--- config.mk ---
export PLATFORM = sky130hd
export DESIGN_NAME = mixed_radix_profile_index_unit
export DESIGN_NICKNAME = d
export VERILOG_FILES = /design/src/sv/mrpi_pkg.sv /design/src/sv/mrpi_front.sv /design/src/sv/mrpi_fifo.sv /design/src/sv/mrpi_back.sv /design/src/sv/mixed_radix_profile_index_unit.sv
export VERILOG_INCLUDE_DIRS = /design/src /design/src/sv
export SDC_FILE = /design/constraint.sdc
export NUM_CORES = 2
export LEC_CHECK = 0
export BUFFER_PORTS_ARGS = -buffer_cell sky130_fd_sc_hd__buf_2
export CAP_MARGIN = 30
export CELL_PAD_IN_SITES_DETAIL_PLACEMENT = 0
export CELL_PAD_IN_SITES_GLOBAL_PLACEMENT = 1
export CORE_AREA = 3 3 244 306
export CTS_BUF_LIST = sky130_fd_sc_hd__clkbuf_4 sky130_fd_sc_hd__clkbuf_8 sky130_fd_sc_hd__clkbuf_16
export DETAILED_ROUTE_END_ITERATION = 7
export DIE_AREA = 0 0 247 309
export GPL_TIMING_DRIVEN = 0
export PLACE_DENSITY_LB_ADDON = 0.1
export SLEW_MARGIN = 40
export SYNTH_ARGS = -nofsm -noshare
export SYNTH_HDL_FRONTEND = slang
export SYNTH_SLANG_ARGS = --single-unit
--- constraint.sdc ---
create_clock -name i_clk -period 18 [get_ports i_clk]
set_clock_uncertainty 0.2 [all_clocks]
set_input_delay 0 -clock i_clk [delete_from_list [all_inputs] [get_ports i_clk]]
set_output_delay 0 -clock i_clk [all_outputs]
set_load 0.02 [all_outputs]
--- src/sv/mixed_radix_profile_index_unit_assert.svh ---
// Assertion macros for the mixed-radix profile index unit.
// Included by the top level; relies on nothing else.
`ifndef MIXED_RADIX_PROFILE_INDEX_UNIT_ASSERT_SVH
`define MIXED_RADIX_PROFILE_INDEX_UNIT_ASSERT_SVH

// Same-cycle implication, disabled while reset is low.
`define MRPI_ASSERT_NOW(label, clk, rst_n, ante, cons, msg) \
    label: assert property (@(posedge clk) disable iff (!(rst_n)) (ante) |-> (cons)) \
        else $error(msg);

// Next-cycle implication, disabled while reset is low.
`define MRPI_ASSERT_NEXT(label, clk, rst_n, ante, cons, msg) \
    label: assert property (@(posedge clk) disable iff (!(rst_n)) (ante) |=> (cons)) \
        else $error(msg);

`endif

--- src/sv/mrpi_pkg.sv ---
// Shared types, constants and the mixed-radix doubling step.
// No dependencies; imported by every module of the unit.
`default_nettype none

package mrpi_pkg;

    localparam int NUM_SLOTS      = 4;
    localparam int MAX_STRATEGIES = 16;
    localparam int SLOT_W         = $clog2(NUM_SLOTS);
    localparam int CNT_W          = 3;
    localparam int DIGIT_W        = $clog2(MAX_STRATEGIES);
    localparam int RADIX_W        = DIGIT_W + 1;
    localparam int NUM_W          = 16;
    localparam int BITS_PER_STAGE = 2;
    localparam int CONV_STAGES    = NUM_W / BITS_PER_STAGE;
    localparam int HORNER_STAGES  = NUM_SLOTS - 1;
    localparam int QUEUE_DEPTH    = 4;
    localparam int QPTR_W         = $clog2(QUEUE_DEPTH);
    localparam int APB_DATA_W     = 32;
    localparam int APB_ADDR_W     = 5;
    localparam int REG_IDX_W      = 3;

    typedef enum logic [REG_IDX_W-1:0] {
        REG_PLAYER_COUNT = 3'd0,
        REG_RADIX_0      = 3'd1,
        REG_RADIX_1      = 3'd2,
        REG_RADIX_2      = 3'd3,
        REG_RADIX_3      = 3'd4
    } t_reg_idx;

    typedef enum logic {
        ACT_DECODE = 1'b0,
        ACT_INSERT = 1'b1
    } t_action;

    typedef logic [RADIX_W-1:0] t_radix;
    typedef logic [DIGIT_W-1:0] t_digit;
    typedef logic [SLOT_W-1:0]  t_slot;

    typedef struct packed {
        logic   carry;
        t_digit digit;
    } t_dbl;

    // Classified item handed from the front to the back.
    typedef struct packed {
        logic [NUM_W-1:0]     number;
        logic [NUM_SLOTS-1:0] pass_mask;   // slot carries no digit during conversion
        t_slot                last_slot;
        logic                 ins_valid;
        t_slot                ins_slot;
        t_digit               ins_digit;
        logic                 err;
    } t_work;

    // One binary bit shifted into one mixed-radix digit: 2*d + cin, reduced by r.
    function automatic t_dbl dbl_step(t_digit d, logic cin, t_radix r);
        t_radix sum;
        t_dbl   res;
        sum = {d, cin};
        if (sum >= r) begin
            res.carry = 1'b1;
            res.digit = DIGIT_W'(sum - r);
        end else begin
            res.carry = 1'b0;
            res.digit = DIGIT_W'(sum);
        end
        return res;
    endfunction

endpackage

`default_nettype wire

--- src/sv/mrpi_front.sv ---
// Front of the unit: accepts items, checks ranges, reduces the strategy.
// Depends on mrpi_pkg.
`default_nettype none

module mrpi_front import mrpi_pkg::*; (
    input  logic                      i_clk,
    input  logic                      i_rst_n,
    input  logic                      i_push,
    output logic                      o_full,
    input  logic                      i_action,
    input  logic [SLOT_W-1:0]         i_player,
    input  logic [DIGIT_W-1:0]        i_strategy,
    input  logic [NUM_W-1:0]          i_number,
    input  t_radix [NUM_SLOTS-1:0]    i_eff_radix,
    input  t_slot                     i_last_slot,
    output logic                      o_work_valid,
    output t_work                     o_work,
    input  logic                      i_queue_full
);

    logic   take;
    logic   insert;
    logic   player_ok;
    logic   strat_hi;
    t_radix radix_p;
    t_digit smod;
    t_dbl   st;
    t_work  n_work;
    logic   r_valid;
    t_work  r_work;

    assign take         = !r_valid || !i_queue_full;
    assign o_full       = !take;
    assign o_work_valid = r_valid;
    assign o_work       = r_work;

    always_comb begin
        insert    = (t_action'(i_action) == ACT_INSERT);
        player_ok = (i_player <= i_last_slot);
        radix_p   = i_eff_radix[i_player];
        strat_hi  = (RADIX_W'(i_strategy) >= radix_p);
        // strategy mod radix, one bit per step
        smod = '0;
        st   = '0;
        for (int b = DIGIT_W - 1; b >= 0; b--) begin
            st   = dbl_step(smod, i_strategy[b], radix_p);
            smod = st.digit;
        end
        n_work.number    = i_number;
        for (int i = 0; i < NUM_SLOTS; i++) begin
            n_work.pass_mask[i] = (SLOT_W'(i) > i_last_slot) ||
                                  (insert && player_ok && (i_player == SLOT_W'(i)));
        end
        n_work.last_slot = i_last_slot;
        n_work.ins_valid = insert && player_ok;
        n_work.ins_slot  = i_player;
        n_work.ins_digit = smod;
        n_work.err       = insert && (!player_ok || strat_hi);
    end

    always_ff @(posedge i_clk) begin
        if (!i_rst_n) begin
            r_valid <= 1'b0;
        end else if (take) begin
            r_valid <= i_push;
        end
    end

    always_ff @(posedge i_clk) begin
        if (take && i_push) begin
            r_work <= n_work;
        end
    end

endmodule

`default_nettype wire

--- src/sv/mrpi_fifo.sv ---
// Short queue of classified items between front and back.
// Depends on mrpi_pkg.
`default_nettype none

module mrpi_fifo import mrpi_pkg::*; (
    input  logic  i_clk,
    input  logic  i_rst_n,
    input  logic  i_push,
    input  t_work i_data,
    output logic  o_full,
    input  logic  i_pop,
    output t_work o_data,
    output logic  o_empty
);

    t_work             r_mem [QUEUE_DEPTH];
    logic [QPTR_W-1:0] r_wr;
    logic [QPTR_W-1:0] r_rd;
    logic [QPTR_W:0]   r_count;

    assign o_full  = (r_count == (QPTR_W + 1)'(QUEUE_DEPTH));
    assign o_empty = (r_count == '0);
    assign o_data  = r_mem[r_rd];

    always_ff @(posedge i_clk) begin
        if (!i_rst_n) begin
            r_wr    <= '0;
            r_rd    <= '0;
            r_count <= '0;
        end else begin
            if (i_push) begin
                r_wr <= QPTR_W'(r_wr + 1'b1);
            end
            if (i_pop) begin
                r_rd <= QPTR_W'(r_rd + 1'b1);
            end
            if (i_push && !i_pop) begin
                r_count <= (QPTR_W + 1)'(r_count + 1'b1);
            end else if (!i_push && i_pop) begin
                r_count <= (QPTR_W + 1)'(r_count - 1'b1);
            end
        end
    end

    always_ff @(posedge i_clk) begin
        if (i_push) begin
            r_mem[r_wr] <= i_data;
        end
    end

endmodule

`default_nettype wire

--- src/sv/mrpi_back.sv ---
// Back of the unit: binary to mixed-radix conversion pipeline, digit insertion,
// Horner rebuild of the profile number and the per-player result register.
// Depends on mrpi_pkg.
`default_nettype none

module mrpi_back import mrpi_pkg::*; (
    input  logic                   i_clk,
    input  logic                   i_rst_n,
    input  logic                   i_q_empty,
    input  t_work                  i_q_data,
    output logic                   o_q_pop,
    input  t_radix [NUM_SLOTS-1:0] i_eff_radix,
    output logic                   o_empty,
    input  logic                   i_pop,
    output logic [NUM_W-1:0]       o_profile_index,
    output logic [SLOT_W-1:0]      o_player_slot,
    output logic [DIGIT_W-1:0]     o_strategy_digit,
    output logic                   o_last,
    output logic                   o_error
);

    localparam int PROD_W = NUM_W + RADIX_W;

    typedef struct packed {
        t_work                   w;
        t_digit [NUM_SLOTS-1:0]  digits;
        logic                    ovf;
    } t_conv;

    typedef struct packed {
        logic [NUM_W-1:0]        acc;
        t_digit [NUM_SLOTS-1:0]  digits;
        t_slot                   last_slot;
        logic                    err;
    } t_res;

    logic   adv;
    logic   ser_last;

    t_conv  cv_src       [CONV_STAGES];
    logic   cv_src_valid [CONV_STAGES];
    t_conv  n_cv         [CONV_STAGES];
    t_conv  r_cv         [CONV_STAGES];
    logic   r_cv_valid   [CONV_STAGES];

    t_res   hn_src       [HORNER_STAGES];
    logic   hn_src_valid [HORNER_STAGES];
    t_res   n_hn         [HORNER_STAGES];
    t_res   r_hn         [HORNER_STAGES];
    logic   r_hn_valid   [HORNER_STAGES];

    t_res   ins_res;
    logic   r_ser_valid;
    t_slot  r_ser_slot;
    t_res   r_ser;

    // whole pipeline moves when the result register frees up
    assign ser_last = (r_ser_slot == r_ser.last_slot);
    assign adv      = !r_ser_valid || (i_pop && ser_last);
    assign o_q_pop  = adv && !i_q_empty;

    // conversion: two number bits per stage, all digits ripple per bit
    for (genvar k = 0; k < CONV_STAGES; k++) begin : g_conv
        if (k == 0) begin : g_head
            always_comb begin
                cv_src[k].w      = i_q_data;
                cv_src[k].digits = '0;
                cv_src[k].ovf    = 1'b0;
                cv_src_valid[k]  = !i_q_empty;
            end
        end else begin : g_link
            always_comb begin
                cv_src[k]       = r_cv[k-1];
                cv_src_valid[k] = r_cv_valid[k-1];
            end
        end

        always_comb begin : cv_step
            t_conv                  x;
            t_radix [NUM_SLOTS-1:0] conv_r;
            t_dbl                   st;
            logic                   c;
            x = cv_src[k];
            for (int i = 0; i < NUM_SLOTS; i++) begin
                conv_r[i] = x.w.pass_mask[i] ? RADIX_W'(1) : i_eff_radix[i];
            end
            for (int b = 0; b < BITS_PER_STAGE; b++) begin
                c = x.w.number[NUM_W - 1 - k * BITS_PER_STAGE - b];
                for (int i = NUM_SLOTS - 1; i >= 0; i--) begin
                    st          = dbl_step(x.digits[i], c, conv_r[i]);
                    x.digits[i] = st.digit;
                    c           = st.carry;
                end
                x.ovf = x.ovf | c;
            end
            n_cv[k] = x;
        end

        always_ff @(posedge i_clk) begin
            if (!i_rst_n) begin
                r_cv_valid[k] <= 1'b0;
            end else if (adv) begin
                r_cv_valid[k] <= cv_src_valid[k];
            end
        end

        always_ff @(posedge i_clk) begin
            if (adv) begin
                r_cv[k] <= n_cv[k];
            end
        end
    end

    // drop the inserted strategy into its slot and seed the accumulator
    always_comb begin
        for (int i = 0; i < NUM_SLOTS; i++) begin
            if (r_cv[CONV_STAGES-1].w.ins_valid &&
                (r_cv[CONV_STAGES-1].w.ins_slot == SLOT_W'(i))) begin
                ins_res.digits[i] = r_cv[CONV_STAGES-1].w.ins_digit;
            end else begin
                ins_res.digits[i] = r_cv[CONV_STAGES-1].digits[i];
            end
        end
        ins_res.acc       = NUM_W'(ins_res.digits[0]);
        ins_res.last_slot = r_cv[CONV_STAGES-1].w.last_slot;
        ins_res.err       = r_cv[CONV_STAGES-1].w.err | r_cv[CONV_STAGES-1].ovf;
    end

    // Horner rebuild: one multiply-add per stage
    for (genvar h = 0; h < HORNER_STAGES; h++) begin : g_horner
        if (h == 0) begin : g_head
            always_comb begin
                hn_src[h]       = ins_res;
                hn_src_valid[h] = r_cv_valid[CONV_STAGES-1];
            end
        end else begin : g_link
            always_comb begin
                hn_src[h]       = r_hn[h-1];
                hn_src_valid[h] = r_hn_valid[h-1];
            end
        end

        always_comb begin : hn_step
            t_res              x;
            t_radix            rad;
            logic [PROD_W-1:0] prod;
            x    = hn_src[h];
            rad  = (SLOT_W'(h + 1) <= x.last_slot) ? i_eff_radix[h+1] : RADIX_W'(1);
            prod = PROD_W'(x.acc) * PROD_W'(rad);
            x.acc = NUM_W'(prod + PROD_W'(x.digits[h+1]));
            n_hn[h] = x;
        end

        always_ff @(posedge i_clk) begin
            if (!i_rst_n) begin
                r_hn_valid[h] <= 1'b0;
            end else if (adv) begin
                r_hn_valid[h] <= hn_src_valid[h];
            end
        end

        always_ff @(posedge i_clk) begin
            if (adv) begin
                r_hn[h] <= n_hn[h];
            end
        end
    end

    // result register: walk the slots, one transaction per active player
    always_ff @(posedge i_clk) begin
        if (!i_rst_n) begin
            r_ser_valid <= 1'b0;
            r_ser_slot  <= '0;
        end else if (adv) begin
            r_ser_valid <= r_hn_valid[HORNER_STAGES-1];
            r_ser_slot  <= '0;
        end else if (i_pop) begin
            r_ser_slot  <= SLOT_W'(r_ser_slot + 1'b1);
        end
    end

    always_ff @(posedge i_clk) begin
        if (adv) begin
            r_ser <= r_hn[HORNER_STAGES-1];
        end
    end

    assign o_empty          = !r_ser_valid;
    assign o_profile_index  = r_ser.acc;
    assign o_player_slot    = r_ser_slot;
    assign o_strategy_digit = r_ser.digits[r_ser_slot];
    assign o_last           = ser_last;
    assign o_error          = r_ser.err;

endmodule

`default_nettype wire

--- src/sv/mixed_radix_profile_index_unit.sv ---
// Top level of the mixed-radix profile index unit: configuration registers,
// front, item queue and back. Depends on mrpi_pkg, mrpi_front, mrpi_fifo,
// mrpi_back and mixed_radix_profile_index_unit_assert.svh.
//
//   channel   | handshake              | payload
//   ----------+------------------------+---------------------------------------------
//   config    | psel/penable/pwrite    | paddr, pwdata, prdata (pready tied high)
//   items in  | push, full             | i_action, i_player, i_strategy, i_number
//   results   | empty, pop             | o_profile_index, o_player_slot,
//             |                        | o_strategy_digit, o_last, o_error
//
// Each item yields one result per active player (1 to 4), one result per cycle
// while pop is held; new items enter while earlier ones are still in flight. An
// item passes, in order, through the front register, the queue, eight conversion
// stages, three multiply-add stages and the result register.
// Reset is synchronous, active low; it sets player_count and the radices to 1
// and empties every stage. No clearing pass follows reset.
// A stalled result holds the whole back pipeline; the queue and the front keep
// taking items until both are full.
`default_nettype none

`include "mixed_radix_profile_index_unit_assert.svh"

module mixed_radix_profile_index_unit import mrpi_pkg::*; (
    input  logic                  i_clk,
    input  logic                  i_rst_n,
    // configuration port
    input  logic                  psel,
    input  logic                  penable,
    input  logic                  pwrite,
    input  logic [APB_ADDR_W-1:0] paddr,
    input  logic [APB_DATA_W-1:0] pwdata,
    output logic [APB_DATA_W-1:0] prdata,
    output logic                  pready,
    // item channel
    input  logic                  push,
    output logic                  full,
    input  logic                  i_action,
    input  logic [SLOT_W-1:0]     i_player,
    input  logic [DIGIT_W-1:0]    i_strategy,
    input  logic [NUM_W-1:0]      i_number,
    // result channel
    output logic                  empty,
    input  logic                  pop,
    output logic [NUM_W-1:0]      o_profile_index,
    output logic [SLOT_W-1:0]     o_player_slot,
    output logic [DIGIT_W-1:0]    o_strategy_digit,
    output logic                  o_last,
    output logic                  o_error
);

    logic [CNT_W-1:0]       r_player_count;
    t_radix [NUM_SLOTS-1:0] r_radix;

    t_reg_idx               reg_idx;
    logic                   cfg_write;
    t_radix [NUM_SLOTS-1:0] w_eff_radix;
    t_slot                  w_last_slot;

    logic                   w_front_valid;
    t_work                  w_front_work;
    logic                   w_q_full;
    logic                   w_q_empty;
    logic                   w_q_pop;
    t_work                  w_q_data;

    // ---------------------------------------------------------------------
    // Configuration: write on the access phase, read back raw register values
    // ---------------------------------------------------------------------
    assign pready    = 1'b1;
    assign reg_idx   = t_reg_idx'(paddr[APB_ADDR_W-1:2]);
    assign cfg_write = psel && penable && pwrite && pready;

    always_ff @(posedge i_clk) begin
        if (!i_rst_n) begin
            r_player_count <= CNT_W'(1);
            for (int i = 0; i < NUM_SLOTS; i++) begin
                r_radix[i] <= RADIX_W'(1);
            end
        end else if (cfg_write) begin
            unique case (reg_idx)
                REG_PLAYER_COUNT: r_player_count <= pwdata[CNT_W-1:0];
                REG_RADIX_0:      r_radix[0]     <= pwdata[RADIX_W-1:0];
                REG_RADIX_1:      r_radix[1]     <= pwdata[RADIX_W-1:0];
                REG_RADIX_2:      r_radix[2]     <= pwdata[RADIX_W-1:0];
                REG_RADIX_3:      r_radix[3]     <= pwdata[RADIX_W-1:0];
                default: begin
                    // addresses past the register list: drop the write
                end
            endcase
        end
    end

    always_comb begin
        unique case (reg_idx)
            REG_PLAYER_COUNT: prdata = APB_DATA_W'(r_player_count);
            REG_RADIX_0:      prdata = APB_DATA_W'(r_radix[0]);
            REG_RADIX_1:      prdata = APB_DATA_W'(r_radix[1]);
            REG_RADIX_2:      prdata = APB_DATA_W'(r_radix[2]);
            REG_RADIX_3:      prdata = APB_DATA_W'(r_radix[3]);
            default:          prdata = '0;
        endcase
    end

    // Clamp the raw settings: a zero radix or count acts as one, and values
    // past the supported range act as the limit.
    always_comb begin
        for (int i = 0; i < NUM_SLOTS; i++) begin
            if (r_radix[i] == '0) begin
                w_eff_radix[i] = RADIX_W'(1);
            end else if (r_radix[i] > RADIX_W'(MAX_STRATEGIES)) begin
                w_eff_radix[i] = RADIX_W'(MAX_STRATEGIES);
            end else begin
                w_eff_radix[i] = r_radix[i];
            end
        end
        if (r_player_count == '0) begin
            w_last_slot = '0;
        end else if (r_player_count > CNT_W'(NUM_SLOTS)) begin
            w_last_slot = SLOT_W'(NUM_SLOTS - 1);
        end else begin
            w_last_slot = SLOT_W'(r_player_count - CNT_W'(1));
        end
    end

    // ---------------------------------------------------------------------
    // Front: take the transaction, range-check it and reduce the strategy
    // ---------------------------------------------------------------------
    mrpi_front u_front (
        .i_clk        (i_clk),
        .i_rst_n      (i_rst_n),
        .i_push       (push),
        .o_full       (full),
        .i_action     (i_action),
        .i_player     (i_player),
        .i_strategy   (i_strategy),
        .i_number     (i_number),
        .i_eff_radix  (w_eff_radix),
        .i_last_slot  (w_last_slot),
        .o_work_valid (w_front_valid),
        .o_work       (w_front_work),
        .i_queue_full (w_q_full)
    );

    // Queue: lets the front keep accepting while the back waits on pop
    mrpi_fifo u_fifo (
        .i_clk   (i_clk),
        .i_rst_n (i_rst_n),
        .i_push  (w_front_valid && !w_q_full),
        .i_data  (w_front_work),
        .o_full  (w_q_full),
        .i_pop   (w_q_pop),
        .o_data  (w_q_data),
        .o_empty (w_q_empty)
    );

    // Back: convert, insert, rebuild the profile number, emit per player
    mrpi_back u_back (
        .i_clk            (i_clk),
        .i_rst_n          (i_rst_n),
        .i_q_empty        (w_q_empty),
        .i_q_data         (w_q_data),
        .o_q_pop          (w_q_pop),
        .i_eff_radix      (w_eff_radix),
        .o_empty          (empty),
        .i_pop            (pop),
        .o_profile_index  (o_profile_index),
        .o_player_slot    (o_player_slot),
        .o_strategy_digit (o_strategy_digit),
        .o_last           (o_last),
        .o_error          (o_error)
    );

    // ---------------------------------------------------------------------
    // Assertions
    // ---------------------------------------------------------------------
    // The final result of an item sits exactly at the last active player.
    `MRPI_ASSERT_NOW(a_last_at_final_slot, i_clk, i_rst_n, !empty,
        o_last == (o_player_slot == w_last_slot), "last flag off the final player")

    // Every digit shown stays below its player's radix.
    `MRPI_ASSERT_NOW(a_digit_in_radix, i_clk, i_rst_n, !empty,
        RADIX_W'(o_strategy_digit) < w_eff_radix[o_player_slot], "digit not below radix")

    // Taking a non-final result advances to the next player of the same item.
    `MRPI_ASSERT_NEXT(a_slot_advances, i_clk, i_rst_n, pop && !empty && !o_last,
        !empty && (o_player_slot == SLOT_W'($past(o_player_slot) + 1'b1)),
        "result walk skipped a player")

    // Profile number and error flag hold across the results of one item.
    `MRPI_ASSERT_NEXT(a_item_fields_hold, i_clk, i_rst_n, pop && !empty && !o_last,
        (o_profile_index == $past(o_profile_index)) && (o_error == $past(o_error)),
        "item fields changed between its results")

endmodule

`default_nettype wire
==> results by group <==
Yosys
  • Ranking of synthesized cells by area: edfxtp_1 (45%), ha_1 (13%), fa_1 (6.8%), a21o_1 (3.7%), mux2_2 (3.0%)
  • Share of the synthesized area in the top cell type: 45.04%
  • Seq/Total Area, Yosys: 46.96%
  • Cell Area, Synth: 39540 um2
  • Mean Syn Cell Area: 12.39 um2
  • Main synth FF type: edfxtp_1
  • Yosys warnings: 0
  • Library cells used by synthesis: 66
  • Syn Inst Count: 3191
  • Count leader, synth: edfxtp_1
  • Post-synth top cells: edfxtp_1 (593), ha_1 (414), inv_1 (252)
  • Leading area contributor after synthesis: edfxtp_1
  • Post-synth EDFFs: 593
  • Yosys reg bits: 631
  • FFs w/ async S/R, synth: 0%

Die
  • Initial Util: a little over half
  • Die Ht: 309 um
  • Top-level I/O count: roughly 130
  • Die area: 76320 um2
  • Die X: roughly 250 um
  • Site row count: 110
  • Core area: 71980 um2

Timing
  • Period Utilization, post-route: between 50 and 60%
  • Max Slew Vio Count: 0
  • Setup TNS: 0 ns
  • Final setup violation count: 0
  • Max Fclk: 100.6 MHz
  • Least-Margin Pin Slew: 0.8646 ns
  • RSZ-0062 raised after global routing: false
  • Tmin final: 9.942 ns
  • Hold Vio Cnt, Final: 0
  • Worst rel slew slack: 42.36%

Global route
  • Initial antenna violation count: 0
  • Global-route wire length before repair: 133.5 mm
  • GRT overflow: 0
  • Global Route Usage Sum: 21.99%
  • Largest net degree at the start of global routing: 86
  • Vias in the first global route: 26430

Pwr
  • Pwr Total: 0.008921 W
  • VDD IR-drop max: approximately 0.00010 V
  • Leak: 18.57 nW
  • Power Density: approximately 200 nW/um2

Clocking
  • CTS tree: yes
  • Count of hold-fix buffers inserted at cts: a little under 70
  • Clock Sinks: 631
  • Clk slew on worst S/H paths: 0.07 ns
  • Clock Path Buffers: 3
  • Root Buffer: clkbuf_16
  • PostCTS Resize Cnt: 0
  • H-tree lvl count: 3
  • Cts bufs inserted: 68
  • Post-CTS Setup Bufs: 0
  • Clk_lat worst skew: 0.63 ns

Place
  • Final HPWL from detailed placement: 61.12 mm
  • IO Port Bufs: 68
  • Gpl congestion: approximately 0.85

Routing
  • DR pass1 iterations: 5
  • Residual DRC: 0
  • Detailed-route via count: 24440
  • Total wire length: 81.70 mm
  • Initial drt markers: roughly 1200
  • Vias per cell: 5.506
  • WL per Instance: 18.40 um
  • ANT nets after route: 0

Cells and area
  • Final #Nets: 4048
  • Layout cells sized above 1: between 10% and 20%
  • Fill count: roughly 5500
  • Syn-to-layout area delta: 12.64%

Critical path
  • Crit. End Element: register
  • Slowest stage cell on the critical path: a21oi_1
  • Most used cell, CP: a21o_1
  • Critical path data required time: 18.12 ns
  • Critical path's largest stage delay: 0.69 ns
  • Largest fanout on the critical path: 9
  • Type of the worst setup path: reg -> reg
  • CP Launch Type: register
  • WP data arrival: 10.07 ns

Worst hold path
  • Hold crit path type: in -> reg

Flow run
  • Max Cap Viol: 0

Status
  • Status: completed
-- power breakdown --
group,internal [W],total [W],leakage [nW],switching (W)
clock,0.000850,0.00146,1.15,0.000605
combinational,0.00229,0.00476,11.0,0.00247
sequential,0.00244,0.00271,6.39,0.000266
total,0.00558,0.00892,18.6,0.00335
-- cell families after synthesis --
logic type | synth area share (%)
AOI/OAI and AO/OA | 9.671
xor gates and xnor gates | 3.965
adders and majority gates | 19.96
buffers and inverters | 3.883
DFF | 46.96
muxes | 6.633
other | 0.01899
and+or+nand+nor | 8.908
-- cells in the final DEF, fill, tap and decap left out, types with 11 or more instances in the layout --
cell	synthesis	layout
a31o_2	55	55
dlygate4sd3_1	0	69
xor2_1	46	46
mux2i_1	64	64
clkbuf_16	0	68
nand2b_1	179	179
xnor2_1	133	133
mux4_2	34	34
nor2_1	156	156
and3_1	22	22
clkinv_1	0	11
conb_1	2	28
ha_1	414	414
clkbuf_4	0	11
clkbuf_1	46	42
buf_4	47	47
o21bai_1	18	15
buf_2	4	73
and2_1	51	47
nand2_1	164	164
edfxtp_1	593	593
mux2_2	104	104
nor2b_1	77	66
o21ai_0	93	93
dfxtp_1	38	38
a21oi_1	163	158
fa_1	135	135
a21o_1	195	195
inv_1	252	251
-- worst paths after layout --
check	from	end	slack [ns]	cells past startpoint
worst max-delay path	r_radix[16]	u_back.r_cv[0][94]	8.06	40
worst min-delay path	pop	u_back.o_player_slot[0]	0.06	4
worst max register to register	r_radix[16]	u_back.r_cv[0][94]	8.06	40
worst min register to register	u_back.r_cv[0][173]	u_back.r_cv[1][32]	0.21	0
-- layout make-up --
cell class	count	area (um2)	area share, %
Multi-Input combinational cell	2228	19630	44.08
Clock inverter	43	541.8	1.216
Buffer	105	590.6	1.326
Clock buffer	81	1812	4.068
Tap cell	952	1191	2.675
Inverter	253	959.7	2.155
Timing Repair Buffer	145	1239	2.781
Antenna cell	1	2.502	0.005619
Sequential cell	631	18570	41.69
-- registers in the layout (all words and copies together), names as in the netlist, named ones only --
signal,flops
u_front.o_work_valid,1
u_fifo.r_wr,2
u_back.r_hn_valid,3
u_front.o_work,30
u_back.r_cv,300
u_back.r_hn,99
u_back.o_error,1
u_fifo.r_rd,2
u_back.r_cv_valid,8
u_fifo.r_count,3
u_fifo.r_mem,120
u_back.r_ser,18
r_player_count,3
u_back.o_profile_index,16
u_back.o_player_slot,2
u_back.r_ser_valid,1
r_radix,20
-- critical path: cells and delay by family (launching register included) --
| family | cells | cell delay [ns] |
|---|---|---|
| adders and majority gates | 5 | 1.35 |
| and+or+nand+nor | 6 | 1.59 |
| DFF | 1 | 0.48 |
| AOI/OAI and AO/OA | 24 | 5.26 |
| buffers and inverters | 5 | 0.70 |
-- layer usage --
metal | vias to the layer above | GRT usage [%] | part of all wire, %
met5 | - | 0 | 0
met4 | 0 | 7.484 | 2.7
met3 | 136 | 2.835 | 3.0
met2 | 383 | 42.12 | 55
met1 | 12070 | 25.06 | 40
li1 | 11850 | - | -
-- through the flow --
step	area (um2)	hold slack, ns	setup slack, ns	util, %	cells
detailed placement	41480	-0.02177	8.055	57.63	4245
global route	44530	0.04955	7.492	61.87	4438
finish	44540	0.05756	8.058	61.87	4439
floorplan	39640	-0.1011	7.134	-	3217
global placement	41170	-0.02154	3.761	57.19	4237
CTS	44530	0.006187	8.038	61.86	4438
No activity file was read; power rests on OpenSTA's default activity.
